### config.mk
export PLATFORM = sky130hd
export DESIGN_NAME = rgb_to_hsv_converter_unit
export DESIGN_NICKNAME = d
export VERILOG_FILES = /design/src/hdl/rhc_pkg.sv /design/src/hdl/rgb_to_hsv_converter_unit.sv /design/src/hdl/rhc_front.sv /design/src/hdl/rhc_div_cell.sv
export SDC_FILE = /design/constraint.sdc
export NUM_CORES = 1
export LEC_CHECK = 0
export BUFFER_PORTS_ARGS = -buffer_cell sky130_fd_sc_hd__buf_2
export CORE_MARGIN = 8
export CORE_UTILIZATION = 55
export CTS_CLUSTER_SIZE = 30
export DETAILED_ROUTE_END_ITERATION = 8
export GPL_TIMING_DRIVEN = 0
export PLACE_DENSITY = 0.74
export SYNTH_ARGS = -nofsm -noshare
export SYNTH_HDL_FRONTEND = slang
export SYNTH_SLANG_ARGS = --single-unit
export TNS_END_PERCENT = 5
### constraint.sdc
create_clock -name i_clk -period 10.7 [get_ports i_clk]
set_clock_uncertainty 0.1 [all_clocks]
set_input_delay 0.535 -clock i_clk [delete_from_list [all_inputs] [get_ports i_clk]]
set_output_delay 0.535 -clock i_clk [all_outputs]
set_load 0.02 [all_outputs]
### src/hdl/rhc_pkg.sv
package rhc_pkg;

    localparam int CH_W  = 8;
    localparam int NUM_W = 16;
    localparam int Q_W   = 8;

    localparam logic [CH_W-1:0] HUE_STEP   = 8'd43;
    localparam logic [CH_W-1:0] BASE_RED   = 8'd0;
    localparam logic [CH_W-1:0] BASE_GREEN = 8'd85;
    localparam logic [CH_W-1:0] BASE_BLUE  = 8'd171;
    localparam logic [CH_W-1:0] FULL_SCALE = 8'd255;

    // Work carried along the divider chain. Two restoring divisions run side by
    // side: saturation (255*spread / max) and hue offset (43*|diff| / spread).
    typedef struct packed {
        logic [NUM_W-1:0] rem_s;
        logic [NUM_W-1:0] rem_h;
        logic [CH_W-1:0]  div_s;
        logic [CH_W-1:0]  div_h;
        logic [Q_W-1:0]   q_s;
        logic [Q_W-1:0]   q_h;
        logic [CH_W-1:0]  base;
        logic             neg;
        logic [CH_W-1:0]  hi;
    } t_cell;

endpackage

### src/hdl/rgb_to_hsv_converter_unit.sv
// RGB to HSV converter, 8 bits per channel.
//
// Slave channel: one RGB pixel per transaction on s_tdata. Master channel:
// one HSV pixel per transaction on m_tdata. Each input transaction yields
// exactly one output transaction, in order.
//
// A pixel passes 10 register stages: one for max/min and the two numerators
// (loaded at the accepting edge), eight cells of a restoring divider that
// each settle one quotient bit of both divisions, and one output register
// that applies the base and the black/gray cases.
// Throughput is one pixel per cycle unless the receiver stalls; every stage
// has its own valid bit, so a pixel is taken while others are in the divider chain.
//
// Reset (synchronous, active low) empties every stage; nothing is in flight
// afterwards. When the receiver stalls, the held result stays on m_tdata,
// bubbles in the chain fill up, and s_tready drops only once all stages
// hold data.
module rgb_to_hsv_converter_unit (
    input  logic        i_clk,
    input  logic        i_rst_n,
    input  logic        s_tvalid,
    output logic        s_tready,
    input  logic [23:0] s_tdata,   // red [7:0], green [15:8], blue [23:16]
    output logic        m_tvalid,
    input  logic        m_tready,
    output logic [23:0] m_tdata    // hue [7:0], saturation [15:8], brightness [23:16]
);
    import rhc_pkg::*;

    localparam int NCELL = Q_W;

    logic  chain_valid [NCELL+1];
    logic  chain_ready [NCELL+1];
    t_cell chain_data  [NCELL+1];

    logic            r_out_valid;
    logic [23:0]     r_out_data;
    logic            out_ready;
    t_cell           last;
    logic [CH_W-1:0] n_hue;
    logic [CH_W-1:0] n_sat;

    rhc_front u_front (
        .i_clk   (i_clk),
        .i_rst_n (i_rst_n),
        .i_valid (s_tvalid),
        .o_ready (s_tready),
        .i_red   (s_tdata[7:0]),
        .i_green (s_tdata[15:8]),
        .i_blue  (s_tdata[23:16]),
        .o_valid (chain_valid[0]),
        .i_ready (chain_ready[0]),
        .o_data  (chain_data[0])
    );

    // Cell k settles quotient bit NCELL-1-k, most significant first.
    for (genvar k = 0; k < NCELL; k++) begin : g_cell
        rhc_div_cell #(
            .K (NCELL - 1 - k)
        ) u_cell (
            .i_clk   (i_clk),
            .i_rst_n (i_rst_n),
            .i_valid (chain_valid[k]),
            .o_ready (chain_ready[k]),
            .i_data  (chain_data[k]),
            .o_valid (chain_valid[k+1]),
            .i_ready (chain_ready[k+1]),
            .o_data  (chain_data[k+1])
        );
    end

    assign out_ready          = !r_out_valid || m_tready;
    assign chain_ready[NCELL] = out_ready;
    assign last               = chain_data[NCELL];

    // A black pixel divides by zero; its quotients are discarded here. A zero
    // saturation (gray pixel) forces the hue to zero as well.
    always_comb begin
        if (last.hi == '0) begin
            n_sat = '0;
            n_hue = '0;
        end else begin
            n_sat = last.q_s;
            if (last.q_s == '0) begin
                n_hue = '0;
            end else if (last.neg) begin
                n_hue = last.base - last.q_h;
            end else begin
                n_hue = last.base + last.q_h;
            end
        end
    end

    always_ff @(posedge i_clk) begin
        if (!i_rst_n) begin
            r_out_valid <= 1'b0;
        end else if (out_ready) begin
            r_out_valid <= chain_valid[NCELL];
        end
    end

    always_ff @(posedge i_clk) begin
        if (out_ready && chain_valid[NCELL]) begin
            r_out_data <= {last.hi, n_sat, n_hue};
        end
    end

    assign m_tvalid = r_out_valid;
    assign m_tdata  = r_out_data;

endmodule

### src/hdl/rhc_front.sv
module rhc_front (
    input  logic                i_clk,
    input  logic                i_rst_n,
    input  logic                i_valid,
    output logic                o_ready,
    input  logic [7:0]          i_red,
    input  logic [7:0]          i_green,
    input  logic [7:0]          i_blue,
    output logic                o_valid,
    input  logic                i_ready,
    output rhc_pkg::t_cell      o_data
);
    import rhc_pkg::*;

    logic            r_valid;
    t_cell           r_data;
    t_cell           n_data;
    logic [CH_W-1:0] hi;
    logic [CH_W-1:0] lo;
    logic [CH_W-1:0] spread;
    logic [CH_W:0]   diff;
    logic [CH_W-1:0] mag;
    logic [13:0]     num_h;

    assign o_ready = !r_valid || i_ready;
    assign o_valid = r_valid;
    assign o_data  = r_data;

    always_comb begin
        hi = i_red;
        if (i_green > hi) hi = i_green;
        if (i_blue > hi) hi = i_blue;
        lo = i_red;
        if (i_green < lo) lo = i_green;
        if (i_blue < lo) lo = i_blue;
        spread = hi - lo;

        // Red wins ties over green, green over blue.
        if (hi == i_red) begin
            diff        = {1'b0, i_green} - {1'b0, i_blue};
            n_data.base = BASE_RED;
        end else if (hi == i_green) begin
            diff        = {1'b0, i_blue} - {1'b0, i_red};
            n_data.base = BASE_GREEN;
        end else begin
            diff        = {1'b0, i_red} - {1'b0, i_green};
            n_data.base = BASE_BLUE;
        end
        mag   = diff[CH_W] ? CH_W'(-diff) : diff[CH_W-1:0];
        num_h = 14'(mag) * 14'(HUE_STEP);

        n_data.rem_s = NUM_W'(spread) * NUM_W'(FULL_SCALE);
        n_data.rem_h = {2'b00, num_h};
        n_data.div_s = hi;
        n_data.div_h = spread;
        n_data.q_s   = '0;
        n_data.q_h   = '0;
        n_data.neg   = diff[CH_W];
        n_data.hi    = hi;
    end

    always_ff @(posedge i_clk) begin
        if (!i_rst_n) begin
            r_valid <= 1'b0;
        end else if (o_ready) begin
            r_valid <= i_valid;
        end
    end

    always_ff @(posedge i_clk) begin
        if (o_ready && i_valid) begin
            r_data <= n_data;
        end
    end

endmodule

### src/hdl/rhc_div_cell.sv
module rhc_div_cell #(
    parameter int K = 0
) (
    input  logic           i_clk,
    input  logic           i_rst_n,
    input  logic           i_valid,
    output logic           o_ready,
    input  rhc_pkg::t_cell i_data,
    output logic           o_valid,
    input  logic           i_ready,
    output rhc_pkg::t_cell o_data
);
    import rhc_pkg::*;

    logic             r_valid;
    t_cell            r_data;
    t_cell            n_data;
    logic [NUM_W-1:0] sh_s;
    logic [NUM_W-1:0] sh_h;

    assign o_ready = !r_valid || i_ready;
    assign o_valid = r_valid;
    assign o_data  = r_data;

    // One quotient bit per cell for each of the two divisions.
    always_comb begin
        n_data = i_data;
        sh_s   = NUM_W'({{(NUM_W-CH_W){1'b0}}, i_data.div_s} << K);
        sh_h   = NUM_W'({{(NUM_W-CH_W){1'b0}}, i_data.div_h} << K);
        if (i_data.rem_s >= sh_s) begin
            n_data.rem_s  = i_data.rem_s - sh_s;
            n_data.q_s[K] = 1'b1;
        end
        if (i_data.rem_h >= sh_h) begin
            n_data.rem_h  = i_data.rem_h - sh_h;
            n_data.q_h[K] = 1'b1;
        end
    end

    always_ff @(posedge i_clk) begin
        if (!i_rst_n) begin
            r_valid <= 1'b0;
        end else if (o_ready) begin
            r_valid <= i_valid;
        end
    end

    always_ff @(posedge i_clk) begin
        if (o_ready && i_valid) begin
            r_data <= n_data;
        end
    end

endmodule

## After elaboration in Yosys (flattened, before gate mapping)

Cells that the tools add are included.

| word-level totals | value |
|---|---|
| register bits | 577 |
| word-level logic and storage cells | 196 |

| cells by class | value |
|---|---|
| add/subtract/negate cells | 21 |
| multiply operators | 2 |
| order comparisons | 20 |
| eq/ne operators | 2 |
| muxes and demuxes | 23 |
| reduce and logical (&&, ||, !) cells | 33 |

Operators by type and width:

| cell | count |
|---|---|
| $mux 16 | 13 |
| $mux 8 | 7 |
| $ge 16x10->1 | 2 |
| $ge 16x11->1 | 2 |
| $ge 16x12->1 | 2 |
| $ge 16x13->1 | 2 |
| $ge 16x14->1 | 2 |
| $ge 16x8->1 | 2 |
| $ge 16x9->1 | 2 |
| $sub 16x10->16 | 2 |
| $sub 16x11->16 | 2 |
| $sub 16x12->16 | 2 |
| $sub 16x13->16 | 2 |
| $sub 16x14->16 | 2 |
| $sub 16x9->16 | 2 |
| $sub 8x8->9 | 3 |
| $mux 9 | 2 |
| $eq 8x8->1 | 2 |
| $ge 16x15->1 | 1 |
| $gt 8x8->1 | 2 |
| $logic_not 8->1 | 2 |
| $lt 8x8->1 | 2 |
| $mul 8x8->16 const B | 1 |
| $sub 14x15->16 | 1 |
| 11 further kinds | 39 |

## Longest topological paths before layout

| logic depth | value |
|---|---|
| word-level depth | 12 |
| mapped depth | 48 |

## Cells and area by module

Synthesis repeated with hierarchy kept, for this count alone.

| second synthesis, totals | value |
|---|---|
| cells, all modules | 2987 |
| area total of the unflattened synthesis | 38330.5 sq um |

By module, submodules not included:

| module | instances | cells an instance | area each (sq um) | seq. area each (sq um) |
|---|---|---|---|---|
| rhc_front | 1 | 805 | 7409.6 | 1491.4 |
| rhc_div_cell (g_cell[5].u_cell) | 1 | 271 | 3813.7 | 2452.4 |
| rhc_div_cell (g_cell[7].u_cell) | 1 | 281 | 3776.1 | 2452.4 |
| rhc_div_cell (g_cell[4].u_cell) | 1 | 255 | 3757.4 | 2452.4 |
| rhc_div_cell (g_cell[6].u_cell) | 1 | 277 | 3728.6 | 2452.4 |
| rhc_div_cell (g_cell[3].u_cell) | 1 | 269 | 3699.8 | 2452.4 |
| rhc_div_cell (g_cell[1].u_cell) | 1 | 244 | 3673.5 | 2452.4 |
| rhc_div_cell (g_cell[2].u_cell) | 1 | 242 | 3569.7 | 2452.4 |
| rhc_div_cell (g_cell[0].u_cell) | 1 | 231 | 3545.9 | 2452.4 |
| rgb_to_hsv_converter_unit | 1 | 112 | 1356.3 | 740.7 |

## Least setup slack after synthesis

Ideal clock, no wire load.

| timing path | value |
|---|---|
| path type | input-to-reg |
| start | in s_tdata[10] |
| end | reg u_front.r_data (netlist bit u_front.o_data[80]), data pin |
| setup time | 259 ps |
| data arrival time | 9683 ps |
| setup slack | 658 ps |
| stages | 46 |
| cells stage by stage | clkbuf_1 > inv_1 > ha_1 > a21oi_1 > a211oi_4 > nor3_1 > buf_2 > nand2_1 > o21ai_0 > inv_1 > ha_1 > and4_1 > clkbuf_1 > nand4_1 > a32oi_1 > or3_1 > buf_2 > o21ai_1 > (+10 left out) > xnor2_1 > fa_1 > inv_1 > fa_1 > inv_1 > fa_1 > inv_1 > ha_1 > and2_1 > o21ai_0 > nand2b_1 > a21oi_1 > o21bai_1 > a21oi_1 > o21bai_1 > a21o_1 > a21oi_1 > xnor2_1 |

RTL lines:

| what | line | RTL |
|---|---|---|
| start, declared | rgb_to_hsv_converter_unit.sv:23 | `input logic [23:0] s_tdata,` |
| end signal, assigned | rhc_front.sv:72 | `r_data <= n_data;` |
| end, declared | rhc_front.sv:16 | `t_cell r_data;` |

==> metrics.csv <==
stage,metric,value,unit
floorplan,core area,52760,µm²
critical_path,CP most frequent cell,inv_1,
grt,Tot GR Track Use,0.1837,
yosys,Mapped Avg Cell Area,11.80,µm²
placement,hpwl dp,43730,µm
timing,# setup viols final,0,
drt,Via Count,18460,
yosys,synthesis-stage register bit count,524,
timing,Setup TNS Final,0,ps
critical_path,Critical Setup Path Class,in2reg,
cts,Root Driver,clkbuf_16,
drt,WL/cell,16.80,µm
drt,Total Wirelength,56190,µm
cts,clk_lat worst skew,600,ps
critical_path,Worst Reg2Reg Path Length in Cells,15,
floorplan,Die Span Y,247.3,µm
timing,Final Hold Vio Count,0,
grt,global-route wire length before repair,91960,µm
min_path,Hold Path Stages,3,
drt,drt first pass iters,5,
cts,H-Tree Depth,2,
yosys,post-synthesis cell type count,88,
yosys,Post-synth top flop,edfxtp_1,
placement,port bufs,52,
timing,Rel. slew slack,0.3453,
drt,number of vias per cell,5.517,
timing,Max Freq,0.09747,GHz
floorplan,row count,84,
cts,maximum clock insertion buffer count,3,
cts,Post-CTS Hold Fix Bufs,0,
status,status,"finished, final reports clean",
finish,Layout Cells excl Fill,3345,
finish,Nets,2949,
cts,clock sinks,524,
timing,Max Slew Vio Count,0,
yosys,Synth Warn #,0,
critical_path,Critical Path RT,10940,ps
critical_path,WP data arrival,10500,ps
cts,CTS tree,yes,
floorplan,Die Width,247.3,µm
critical_path,CP max FO,10,
yosys,synthesized cell area,29430,µm²
cts,CTS Buf Count,53,
yosys,asr flop ratio synth,0,
timing,post-route clock period utilization,0.9588,
floorplan,I/O pin total,54,
placement,Inst Count DP,3242,
flow_run,maxcap violations,0,
grt,gr ovfl total,0,
yosys,"Seq/Total Area, Yosys",0.5313,
critical_path,Crit-path slowest cell,fa_1,
placement,gpl congestion,0.9342,
grt,largest net degree at the start of global routing,39,
finish,Area Growth Syn to Fin,11.60,%
grt,number of global-route vias before repair,19230,
cts,Clock transition at path regs,60,ps
drt,# DRC,0,
finish,fraction of layout cells with a size suffix above 1,0.08694,
yosys,Post-synth EDFFs,514,
drt,ANT nets after route,0,
critical_path,CP Capture Type,flop,
yosys,Post-Synthesis Cells,2493,
drt,Iteration-0 DRC Markers,819,
finish,antenna fix cells,0,
yosys,Syn Nets,2828,
grt,initial antenna violation count,0,
timing,Worst-Margin Slew,979.6,ps
floorplan,full die area,61160,µm²
timing,Period minus WS final,10260,ps
min_path,Hold WC Path Type,in2reg,
floorplan,Initial Utilization,0.5577,
critical_path,"slowest stage delay, CP",540,ps
critical_path,CP Launch Type,input pin,
==> repair_timing <==
item / CTS / global route
pin swaps: 0 / 3
setup endpoints to repair: 13 / 9
gates resized for setup: 17 / 26
buffers inserted: 0 / 7
==> layer usage <==
| metal | vias up | global-route usage | share of wire |
|---|---|---|---|
| met1 | 8803 | 0.1988 | 0.40 |
| li1 | 9186 | - | - |
| met3 | 118 | 0.02687 | 0.032 |
| met4 | 0 | 0.06897 | 0.032 |
| met5 | - | 0 | 0 |
| met2 | 349 | 0.3578 | 0.53 |
==> cell type report <==
cell class                      count  area [µm²]
Timing Repair Buffer               68       488.0
Fill cell                        3991       19920
Multi-Input combinational cell   1614       12690
Buffer                             37       168.9
Tap cell                          688       860.8
Clock inverter                     34       440.4
Clock buffer                       64        1368
Sequential cell                   524       15640
Inverter                          316        1186
==> sequential cells by signal, summed over array words and instances, names as in the netlist <==
name and count:
g_cell.u_cell.o_data 441, u_front.o_data 49, m_tdata 24, g_cell.u_cell.o_valid 8, m_tvalid 1, u_front.o_valid 1
==> logic make-up (layout without fill, tap and decap cells) <==
logic type | Yosys count | in the layout | share of synthesized area
flops | 524 | 524 | 0.5313
xor+xnor | 197 | 197 | 0.05889
buf+inv | 355 | 519 | 0.04588
mux | 19 | 19 | 0.006804
compound gates | 535 | 535 | 0.1156
fa+ha+maj | 308 | 308 | 0.1439
simple gates | 555 | 555 | 0.09754
==> Yosys cell counts (all sizes together), types with 51 or more instances <==
library cell,count,area (µm²)
ha,256,3203
fa,51,1021
nand2b,56,350.3
xnor2,129,1137
nor2,165,629.4
edfxtp,514,15430
inv,316,1186
a21o,115,863.3
xor2,68,595.6
a21oi,199,996.0
o21ai,95,479.2
nand2,94,352.8
==> stage by stage <==
stage	utilization	instance area (µm²)	setup WS, ps	hold WS [ps]
detailed placement	0.5841	30820	-1532	304.5
global route	0.6224	32840	-143.1	162.9
CTS	0.6201	32720	141.9	141.0
finish	0.6224	32840	440.5	173.6
floorplan	-	29430	657.8	300.3
global placement	0.5790	30550	-1522	300.4
==> layout by cell type (no fill, tap or decap), types with 6 or more instances in the layout <==
| master | n |
|---|---|
| a211oi_1 | 13 |
| a21o_1 | 115 |
| a21oi_1 | 195 |
| a31oi_1 | 11 |
| and2_1 | 15 |
| and3_1 | 6 |
| buf_12 | 8 |
| buf_2 | 56 |
| buf_4 | 8 |
| bufinv_16 | 10 |
| clkbuf_1 | 36 |
| clkbuf_16 | 53 |
| clkinv_1 | 10 |
| clkinv_2 | 8 |
| dfxtp_1 | 10 |
| edfxtp_1 | 514 |
| fa_1 | 51 |
| ha_1 | 254 |
| inv_1 | 315 |
| mux2_2 | 8 |
| mux2i_1 | 10 |
| nand2_1 | 93 |
| nand2b_1 | 56 |
| nand3_1 | 20 |
| nand3b_1 | 6 |
| nand4_1 | 26 |
| nand4b_1 | 7 |
| nor2_1 | 162 |
| nor2b_1 | 38 |
| nor3_1 | 42 |
| nor4_1 | 25 |
| o21a_1 | 6 |
| o21ai_0 | 87 |
| o21bai_1 | 26 |
| o31ai_1 | 8 |
| or4_1 | 9 |
| xnor2_1 | 124 |
| xor2_1 | 65 |
==> worst max-delay path, delay by kind of cell <==
kind / cells / cell delay (ps)
xor gates and xnor gates: 2 / 630
buffers and inverters: 10 / 1280
muxes: 2 / 620
and+or+nand+nor: 10 / 2130
adders and majority gates: 8 / 3150
AOI/OAI and AO/OA: 13 / 2120
==> path summary, 6_finish.rpt <==
check                                                 start                               endpoint  slack (ps)
setup / recovery                                s_tdata[14]           u_front.o_data[80]$_DFFE_PP_         440
hold / removal                                     s_tvalid           u_front.o_valid$_SDFFE_PN0N_         170
setup reg to reg      g_cell[4].u_cell.o_data[33]$_DFFE_PP_  g_cell[5].u_cell.o_data[58]$_DFFE_PP_        6860
hold reg to reg   g_cell[1].u_cell.o_data[23]$_SDFFCE_PN1P_  g_cell[2].u_cell.o_data[23]$_DFFE_PP_         310
Power is left out: the tool's default activity adds up to more than one toggle a clock period on the data nets, which glitch-free logic cannot reach.
